===== config.mk =====
export PLATFORM = sky130hd
export DESIGN_NAME = phf_ctrl
export DESIGN_NICKNAME = d
export VERILOG_FILES = /design/src/hw/rtl/path_heading_filter_macros.svh /design/src/hw/rtl/phf_pkg.sv /design/src/hw/rtl/phf_ctrl.sv
export SDC_FILE = /design/constraint.sdc
export NUM_CORES = 1
export LEC_CHECK = 0
export ABC_AREA = 0
export BUFFER_PORTS_ARGS = -buffer_cell sky130_fd_sc_hd__buf_4
export CORE_ASPECT_RATIO = 0.75
export CORE_MARGIN = 4
export CORE_UTILIZATION = 40
export DETAILED_ROUTE_END_ITERATION = 8
export GPL_TIMING_DRIVEN = 0
export PLACE_DENSITY = 0.65
export SLEW_MARGIN = 15
export SYNTH_ARGS = -nofsm -noshare
export SYNTH_HDL_FRONTEND = slang
export SYNTH_SLANG_ARGS = --single-unit

===== constraint.sdc =====
create_clock -name aclk -period 1.8 [get_ports aclk]
set_input_delay 0.36 -clock aclk [delete_from_list [all_inputs] [get_ports aclk]]
set_output_delay 0.36 -clock aclk [all_outputs]
set_load 0.02 [all_outputs]

===== src/hw/rtl/path_heading_filter_macros.svh =====
// Assertion macros for the path heading filter.
// Included by the top level; no other dependencies.
`ifndef PATH_HEADING_FILTER_MACROS_SVH
`define PATH_HEADING_FILTER_MACROS_SVH
// Check that a condition holds in the cycle after a trigger, outside reset.
`define PHF_ASSERT_NEXT(lbl, clk, rstn, ante, cons) \
    lbl: assert property (@(posedge clk) disable iff (!(rstn)) (ante) |=> (cons)) \
        else $error("path_heading_filter: next-cycle check failed");
// Check the state that follows a reset cycle.
`define PHF_ASSERT_AFTER_RESET(lbl, clk, rstn, cons) \
    lbl: assert property (@(posedge clk) !(rstn) |=> (cons)) \
        else $error("path_heading_filter: post-reset check failed");
`endif


===== src/hw/rtl/phf_pkg.sv =====
// Shared types, constants and the arctangent table of the path heading filter.
// No dependencies.
package phf_pkg;

    localparam int TABLE_LEN = 24;
    localparam logic [31:0] ATAN_TURN32 [TABLE_LEN] = '{
        32'd536870912, 32'd316933406, 32'd167458907, 32'd85004756, 32'd42667331,
        32'd21354465, 32'd10680862, 32'd5340245, 32'd2670675, 32'd1335087,
        32'd667544, 32'd333772, 32'd166886, 32'd83443, 32'd41722, 32'd20861,
        32'd10430, 32'd5215, 32'd2608, 32'd1304, 32'd652, 32'd326, 32'd163, 32'd81
    };

    localparam int YAW_TOL_W  = 16;
    localparam int GAP_TOL_W  = 31;
    localparam int CFG_DATA_W = 31;
    localparam int QUAT_W     = 16;

    typedef logic [1:0] cfg_index_t;
    localparam cfg_index_t REG_YAW_TOL = 2'd0;
    localparam cfg_index_t REG_GAP_TOL = 2'd1;

    localparam logic [YAW_TOL_W-1:0] YAW_TOL_RESET = 16'd2608;
    localparam logic [GAP_TOL_W-1:0] GAP_TOL_RESET = 31'd16384;

    typedef enum logic [2:0] {
        SRC_PEN, SRC_QUAT, SRC_IN, ROT_PREV, ROT_ZERO, ROT_CUR
    } cordic_src_t;

    typedef enum logic [1:0] {
        OUT_NONE, OUT_ANCHOR, OUT_GOAL
    } out_sel_t;

    typedef enum logic [2:0] {
        GAP_NONE, GAP_DX, GAP_DY, GAP_G, GAP_DECIDE
    } gap_op_t;

    typedef enum logic [4:0] {
        ST_IDLE, ST_DISPATCH, ST_RUN_PEN, ST_QMUL, ST_QSTART, ST_RUN_QUAT,
        ST_WO_START, ST_RUN_WO, ST_GAP_DX, ST_GAP_DY, ST_GAP_G, ST_DECIDE,
        ST_KEEP, ST_RUN_ROTK, ST_EMIT_K, ST_TAIL, ST_RUN_HEAD, ST_HROT,
        ST_RUN_ROTF, ST_EMIT_F, ST_EMIT_G
    } phf_state_t;

    typedef struct packed {
        logic        cap_in;
        logic        start;
        cordic_src_t src;
        logic        step;
        logic        save_prev;
        logic        save_this;
        logic        save_wo;
        logic        qmul;
        gap_op_t     gap_op;
        logic        anc_from_in;
        logic        anc_from_pen;
        logic        pen_from_in;
        out_sel_t    out_sel;
    } ctrl_cmd_t;

    typedef struct packed {
        logic cordic_last;
        logic keep;
        logic last_pose;
        logic out_free;
    } dp_status_t;

    // Arctangent of 2^-idx as a fraction of a turn, rounded to the given bits.
    function automatic logic [31:0] atan_entry(input logic [4:0] idx, input int bits);
        int sh;
        logic [31:0] v;
        sh = 32 - bits;
        v = '0;
        if (idx < 5'(TABLE_LEN)) begin
            v = (ATAN_TURN32[idx] + (32'd1 << (sh - 1))) >> sh;
        end
        return v;
    endfunction

endpackage


===== src/hw/rtl/phf_ctrl.sv =====
// Controller: sequences the CORDIC runs, gap test and result loads per request.
// Depends on phf_pkg.
module phf_ctrl (
    input  logic                aclk,
    input  logic                aresetn,
    input  logic                s_valid,
    output logic                s_ready,
    input  phf_pkg::dp_status_t status,
    output phf_pkg::ctrl_cmd_t  cmd
);
    import phf_pkg::*;

    phf_state_t state_reg, state_next;
    logic [1:0] phase_reg, phase_next;

    always_ff @(posedge aclk) begin
        if (!aresetn) begin
            state_reg <= ST_IDLE;
            phase_reg <= 2'd0;
        end else begin
            state_reg <= state_next;
            phase_reg <= phase_next;
        end
    end

    always_comb begin
        state_next = state_reg;
        phase_next = phase_reg;
        cmd        = '0;
        s_ready    = 1'b0;
        case (state_reg)
            ST_IDLE: begin
                s_ready    = 1'b1;
                cmd.cap_in = s_valid;
                if (s_valid) state_next = ST_DISPATCH;
            end
            ST_DISPATCH: begin
                case (phase_reg)
                    2'd2: begin
                        cmd.start  = 1'b1;
                        cmd.src    = SRC_PEN;
                        state_next = ST_RUN_PEN;
                    end
                    2'd1: begin
                        state_next = ST_TAIL;
                    end
                    default: begin
                        cmd.anc_from_in = 1'b1;
                        if (status.last_pose) begin
                            cmd.start  = 1'b1;
                            cmd.src    = ROT_ZERO;
                            state_next = ST_RUN_ROTF;
                        end else begin
                            phase_next = 2'd1;
                            state_next = ST_IDLE;
                        end
                    end
                endcase
            end
            ST_RUN_PEN: begin
                cmd.step = 1'b1;
                if (status.cordic_last) state_next = ST_QMUL;
            end
            ST_QMUL: begin
                cmd.save_prev = 1'b1;
                cmd.qmul      = 1'b1;
                state_next    = ST_QSTART;
            end
            ST_QSTART: begin
                cmd.start  = 1'b1;
                cmd.src    = SRC_QUAT;
                state_next = ST_RUN_QUAT;
            end
            ST_RUN_QUAT: begin
                cmd.step = 1'b1;
                if (status.cordic_last) state_next = ST_WO_START;
            end
            ST_WO_START: begin
                cmd.save_this = 1'b1;
                cmd.start     = 1'b1;
                cmd.src       = SRC_IN;
                state_next    = ST_RUN_WO;
            end
            ST_RUN_WO: begin
                cmd.step = 1'b1;
                if (status.cordic_last) state_next = ST_GAP_DX;
            end
            ST_GAP_DX: begin
                cmd.save_wo = 1'b1;
                cmd.gap_op  = GAP_DX;
                state_next  = ST_GAP_DY;
            end
            ST_GAP_DY: begin
                cmd.gap_op = GAP_DY;
                state_next = ST_GAP_G;
            end
            ST_GAP_G: begin
                cmd.gap_op = GAP_G;
                state_next = ST_DECIDE;
            end
            ST_DECIDE: begin
                cmd.gap_op = GAP_DECIDE;
                state_next = ST_KEEP;
            end
            ST_KEEP: begin
                // drop the pending pose unless the test kept it
                if (status.keep) begin
                    cmd.start  = 1'b1;
                    cmd.src    = ROT_PREV;
                    state_next = ST_RUN_ROTK;
                end else begin
                    state_next = ST_TAIL;
                end
            end
            ST_RUN_ROTK: begin
                cmd.step = 1'b1;
                if (status.cordic_last) state_next = ST_EMIT_K;
            end
            ST_EMIT_K: begin
                if (status.out_free) begin
                    cmd.out_sel      = OUT_ANCHOR;
                    cmd.anc_from_pen = 1'b1;
                    state_next       = ST_TAIL;
                end
            end
            ST_TAIL: begin
                if (status.last_pose) begin
                    cmd.start  = 1'b1;
                    cmd.src    = SRC_IN;
                    state_next = ST_RUN_HEAD;
                end else begin
                    cmd.pen_from_in = 1'b1;
                    phase_next      = 2'd2;
                    state_next      = ST_IDLE;
                end
            end
            ST_RUN_HEAD: begin
                cmd.step = 1'b1;
                if (status.cordic_last) state_next = ST_HROT;
            end
            ST_HROT: begin
                cmd.start  = 1'b1;
                cmd.src    = ROT_CUR;
                state_next = ST_RUN_ROTF;
            end
            ST_RUN_ROTF: begin
                cmd.step = 1'b1;
                if (status.cordic_last) state_next = ST_EMIT_F;
            end
            ST_EMIT_F: begin
                if (status.out_free) begin
                    cmd.out_sel = OUT_ANCHOR;
                    state_next  = ST_EMIT_G;
                end
            end
            ST_EMIT_G: begin
                if (status.out_free) begin
                    cmd.out_sel = OUT_GOAL;
                    phase_next  = 2'd0;
                    state_next  = ST_IDLE;
                end
            end
            default: begin
                state_next = ST_IDLE;
            end
        endcase
    end

endmodule

# ---- After elaboration in Yosys (flattened, before gate mapping)
# Cells that the tools add are included.
dict set report classes {
  eq_ne 35
  n_mux 41
  reduce_logical 7
}
# op n
set ops {}
lappend ops {{one-hot mux 5 bit (21 select lines)} 1}
lappend ops {{two-way mux 5 bit} 12}
lappend ops {{== test 5 x 4 -> 1 bit, second input constant} 8}
lappend ops {{!= test 2 bit, second input constant} 13}
lappend ops {{== test 5 bit, second input constant} 5}
lappend ops {{one-hot mux 4 bit (6 select lines)} 1}
lappend ops {{== test 5 x 3 -> 1 bit, second input constant} 4}
lappend ops {{two-way mux 1 bit} 13}
lappend ops {{two-way mux 2 bit} 6}
lappend ops {{two-way mux 4 bit} 3}
lappend ops {{one-hot mux 3 bit (4 select lines)} 1}
lappend ops {{== test 5 x 2 -> 1 bit, second input constant} 2}
lappend ops {{one-hot mux 5 bit (2 select lines)} 1}
lappend ops {{AND reduction 10 bit} 1}
lappend ops {{one-hot mux 4 bit (2 select lines)} 1}
lappend ops {{one-hot mux 2 bit (3 select lines)} 1}
lappend ops {{OR reduction 6 bit} 1}
lappend ops {{== test 5 x 1 -> 1 bit, second input constant} 1}
lappend ops {{zero test 5 bit} 1}
lappend ops {{AND reduction 5 bit} 1}
lappend ops {{one-hot mux 2 bit (2 select lines)} 1}
lappend ops {{OR reduction 2 bit} 2}
lappend ops {{nonzero test 3 bit} 1}
lappend ops {{== test 2 x 1 -> 1 bit, second input constant} 1}
lappend ops {{== test 2 bit, second input constant} 1}
dict set report totals {
  regBits 7
  elab_cells 85
}

# ---- Longest topological paths before layout
dict set report logic_depth {
  depth_word 4
  ltp_mapped 7
}

# ---- Worst setup path after synthesis
# No wires, ideal clock.
dict set report synth_path {
  path_kind {reg2out}
  startpoint {register state_reg[0]}
  endpoint {output port cmd[6] in the netlist's numbering}
  arrival_time_ns 1.503
  required_ns 1.440
  path_slack_ns -0.063
  stages_incl_launch_ff 5
  n_path_buf 2
  cell_sequence {dfxtp_1 clkbuf_1 buf_1 xnor2_1 nor3_1}
}
# item line
set synth_rtl {}
lappend synth_rtl {{start, declared} phf_ctrl.sv:13} ;# phf_state_t state_reg, state_next;
lappend synth_rtl {{start signal, assigned} phf_ctrl.sv:21} ;# state_reg <= state_next;
lappend synth_rtl {{end, declared} phf_ctrl.sv:9} ;# output phf_pkg::ctrl_cmd_t cmd

==> out/summary.txt <==
Status - finished, violations left
Failing checks - setup timing
Largest net degree at the start of global routing - 11
Leak - 0.658 nW
Wire length per cell - 17.0 microns
Post-Synth Simple-Gate Area - 35.6%
Final worst path period share - 110%
Seq/Total Area, Yosys - 15.7%
Vias per std cell - 6.08
RSZ-0062 raised after global routing - yes
Overall power - 2.28 mW
I/O pin count - 26
Post-CTS Hold Buffers - 0
Hold Startpoint - aresetn
Switching part of the total power - 46.4%
R2r setup slk - 0.05 ns
Syn Nets - 136
Startpoint types - flop
Largest family of logic cells by synthesized area - simple AND/OR/NAND/NOR gates
Sequential Power Share - 12.1%
Detailed Place HPWL - 2110 microns
Synth Area in Compound Gates - 30.9%
Max Clk Rate - 504 MHz
Post-Syn Area - 892 sq um
Worst Path Arrival - 1.62 ns
R2r startpoint - state_reg[2]$_SDFFE_PN0P_
PortBufs - 24
Initial antenna violation count - 0
Die Width - 62.5 microns
Required @ worst endpoint - 1.44 ns
Worst r2r path cells - 7
Final WL - 3400 microns
Clk_lat worst skew - 0.25 ns
Multiplexer share of the synthesized area - 3.37%
Crit Path Max Fanout - 7
First-pass GRT wire length - 4690 microns
Commonest non-fill, non-tap cells in the layout - 39 x buf_4, 14 x buf_6, 12 x nand2_1
Avg Inst Size Synth - 7.02 sq um
Final setup violation count - 6
Most common cell after layout, fill and taps aside - buf_4
Final hold slack - 0.428 ns
Hold Vio Cnt, Final - 0
Max transition margin - 69.6%
Core Box Area - 0.00207 sq mm
Skew final - 0.00170 ns
Maximum root-to-sink buffer count - 2
Die footprint - 0.00306 sq mm
CTS HTree Levels - 1
Flops & latches, synth - 7
CTS tree - done
Sw power - 1.06 mW
Via Count - 1215
Worst VDD drop - 0.634 mV
RD Place Congestion - 0.898
Setup CP Type - flop to primary output
Max Cap Viol - 0
Layout cell share with drive strength beyond 1 - 55.1%
Yosys warns - 0
Pre-CTS setup slack - -0.212 ns
Max reg flops - 5
GRT Overall Usage - 18.9%
Clock power share - 6.1%
Clock transition at the registers of the reported paths - 0.05 ns
Final WS setup - -0.183 ns
Initial core utilization - 43.2%
Hold Path Depth - 3
Antenna-violating nets left - 0
FP Rows - 14
Share of async-settable or async-resettable flops after synthesis - 0%
Post-synth EDFFs - 0
Yosys cell types - 45
First-pass DRT Iterations - 4
# clock sinks - 7
Combinational power share - 81.7%
Fin crit period - 1.98 ns
Area after DPL - 0.00112 sq mm
Area share of fa/ha/maj cells after synthesis - 2.81%
Pint - 1.22 mW
Fin nets - 186
Chip height - 48.9 microns
Syn Inst Count - 127
Area added between synthesis and finish - 71.9%
DRT iter0 DRCs - 61
Worst-Margin Slew - 0.455 ns
Crit. End Element - primary output
Final Cell Area - 0.00153 sq mm
Diodes inserted - 0
Reg2reg end - state_reg[2]$_SDFFE_PN0P_
Worst Hold Class - primary input to flop
Hold Path Sink - phase_reg[0]$_SDFFE_PN0P_
Drt drc - 0
Max-slew violations - 0
Vias in the first global route - 950
Num CTS Buffers - 3
P per Cell Area - 1490 mW/mm^2
Total grt overflow - 0
Xor and xnor area share after synthesis - 0.982%
Clk root buf - clkbuf_4
Synth Flop Type - dfxtp_1
==> synth_stat cells, types with 2 or more instances <==
master    number  area share, %
a21oi_1        5            2.8
a31oi_1        2            1.4
and3_1         5            3.5
and3b_1        2            2.0
buf_4          2            1.7
buf_6          2            2.5
clkbuf_1       8            3.4
dfxtp_1        7             16
ha_1           2            2.8
inv_1          5            2.1
mux2i_1        3            3.4
nand2_1       14            5.9
nand2b_1       3            2.1
nand3_1        4            2.2
nand3b_1       3            2.5
nor2_1        13            5.5
nor2b_1        2            1.4
nor3_1         6            3.4
nor4_1         2            1.4
o21ai_0        9            5.0
o311ai_0       2            2.0
o31ai_1        3            2.5
==> how the worst max path moves through the flow <==
stage | from | end | slack (ns) | cells after the start
CTS | phase_reg[0]$_SDFFE_PN0P_ | cmd[16] | -0.16 | 6
global placement | state_reg[0]$_SDFFE_PN0P_ | cmd[14] | -0.21 | 6
detailed placement | state_reg[0]$_SDFFE_PN0P_ | cmd[14] | -0.21 | 6
finish | state_reg[3]$_SDFFE_PN0P_ | cmd[16] | -0.18 | 6
global route | state_reg[3]$_SDFFE_PN0P_ | cmd[16] | -0.25 | 6
floorplan | state_reg[0]$_SDFFE_PN0P_ | cmd[14] | 0.06 | 4
==> timing repair <==
action / 4_1_cts / 5_1_grt
setup buffers: 4 / 18
cloned: 0 / 1
pin swaps: 7 / 13
endpoints found under the hold margin: 0 / 0
resized for setup: 30 / 44
endpoints found under the setup margin: 22 / 20
==> cells by family after synthesis <==
logic type                 Yosys count
AOI/OAI and AO/OA                   35
xor gates and xnor gates             1
adders and majority gates            2
buffers and inverters               19
DFF                                  7
muxes                                3
and+or+nand+nor                     60
==> through the flow <==
| step | utilization [%] | setup TNS (ns) | instances |
|---|---|---|---|
| final | 74.2 | -0.489 | 200 |
| after global routing | 74.2 | -1.00 | 200 |
| after CTS | 60.7 | -0.429 | 182 |
| after detailed placement | 54.0 | -0.874 | 175 |
| after global placement | 54.0 | -0.775 | 175 |
| after floorplan | - | 0 | 127 |
==> power by group through the flow <==
stage | Sequential, mW | Clock [mW] | Combinational, mW
6_report | 0.277 | 0.140 | 1.87
3_5_place_dp | 0.243 | 0 | 1.29
3_3_place_gp | 0.243 | 0 | 1.28
2_1_floorplan | 0.232 | 0 | 0.945
5_1_grt | 0.279 | 0.158 | 1.98
4_1_cts | 0.248 | 0.145 | 1.45
==> routing by layer <==
layer,GRT usage [%],wire (microns),vias to the layer above
li1,-,-,565
met1,28.3,1420,550
met2,28.3,1560,92
met3,4.38,373,8
met4,1.10,48,0
met5,0,0,-
==> critical path, stage by stage, from the launching register on <==
cell and delay, ns:
dfxtp_4 0.43, inv_2 0.11, o21ai_2 0.14, o22a_1 0.17, nor2_2 0.06, a311o_1 0.32, buf_6 0.13
==> layout make-up <==
class                           instances  area, sq um
Buffer                                 12          120
Clock buffer                            4         26.3
Fill cell                             150          533
Inverter                                5         18.8
Timing Repair Buffer                   47          388
Tap cell                               24         30.0
Multi-Input combinational cell        101          797
Sequential cell                         7          154
Power figures use the tool's default switching activity.
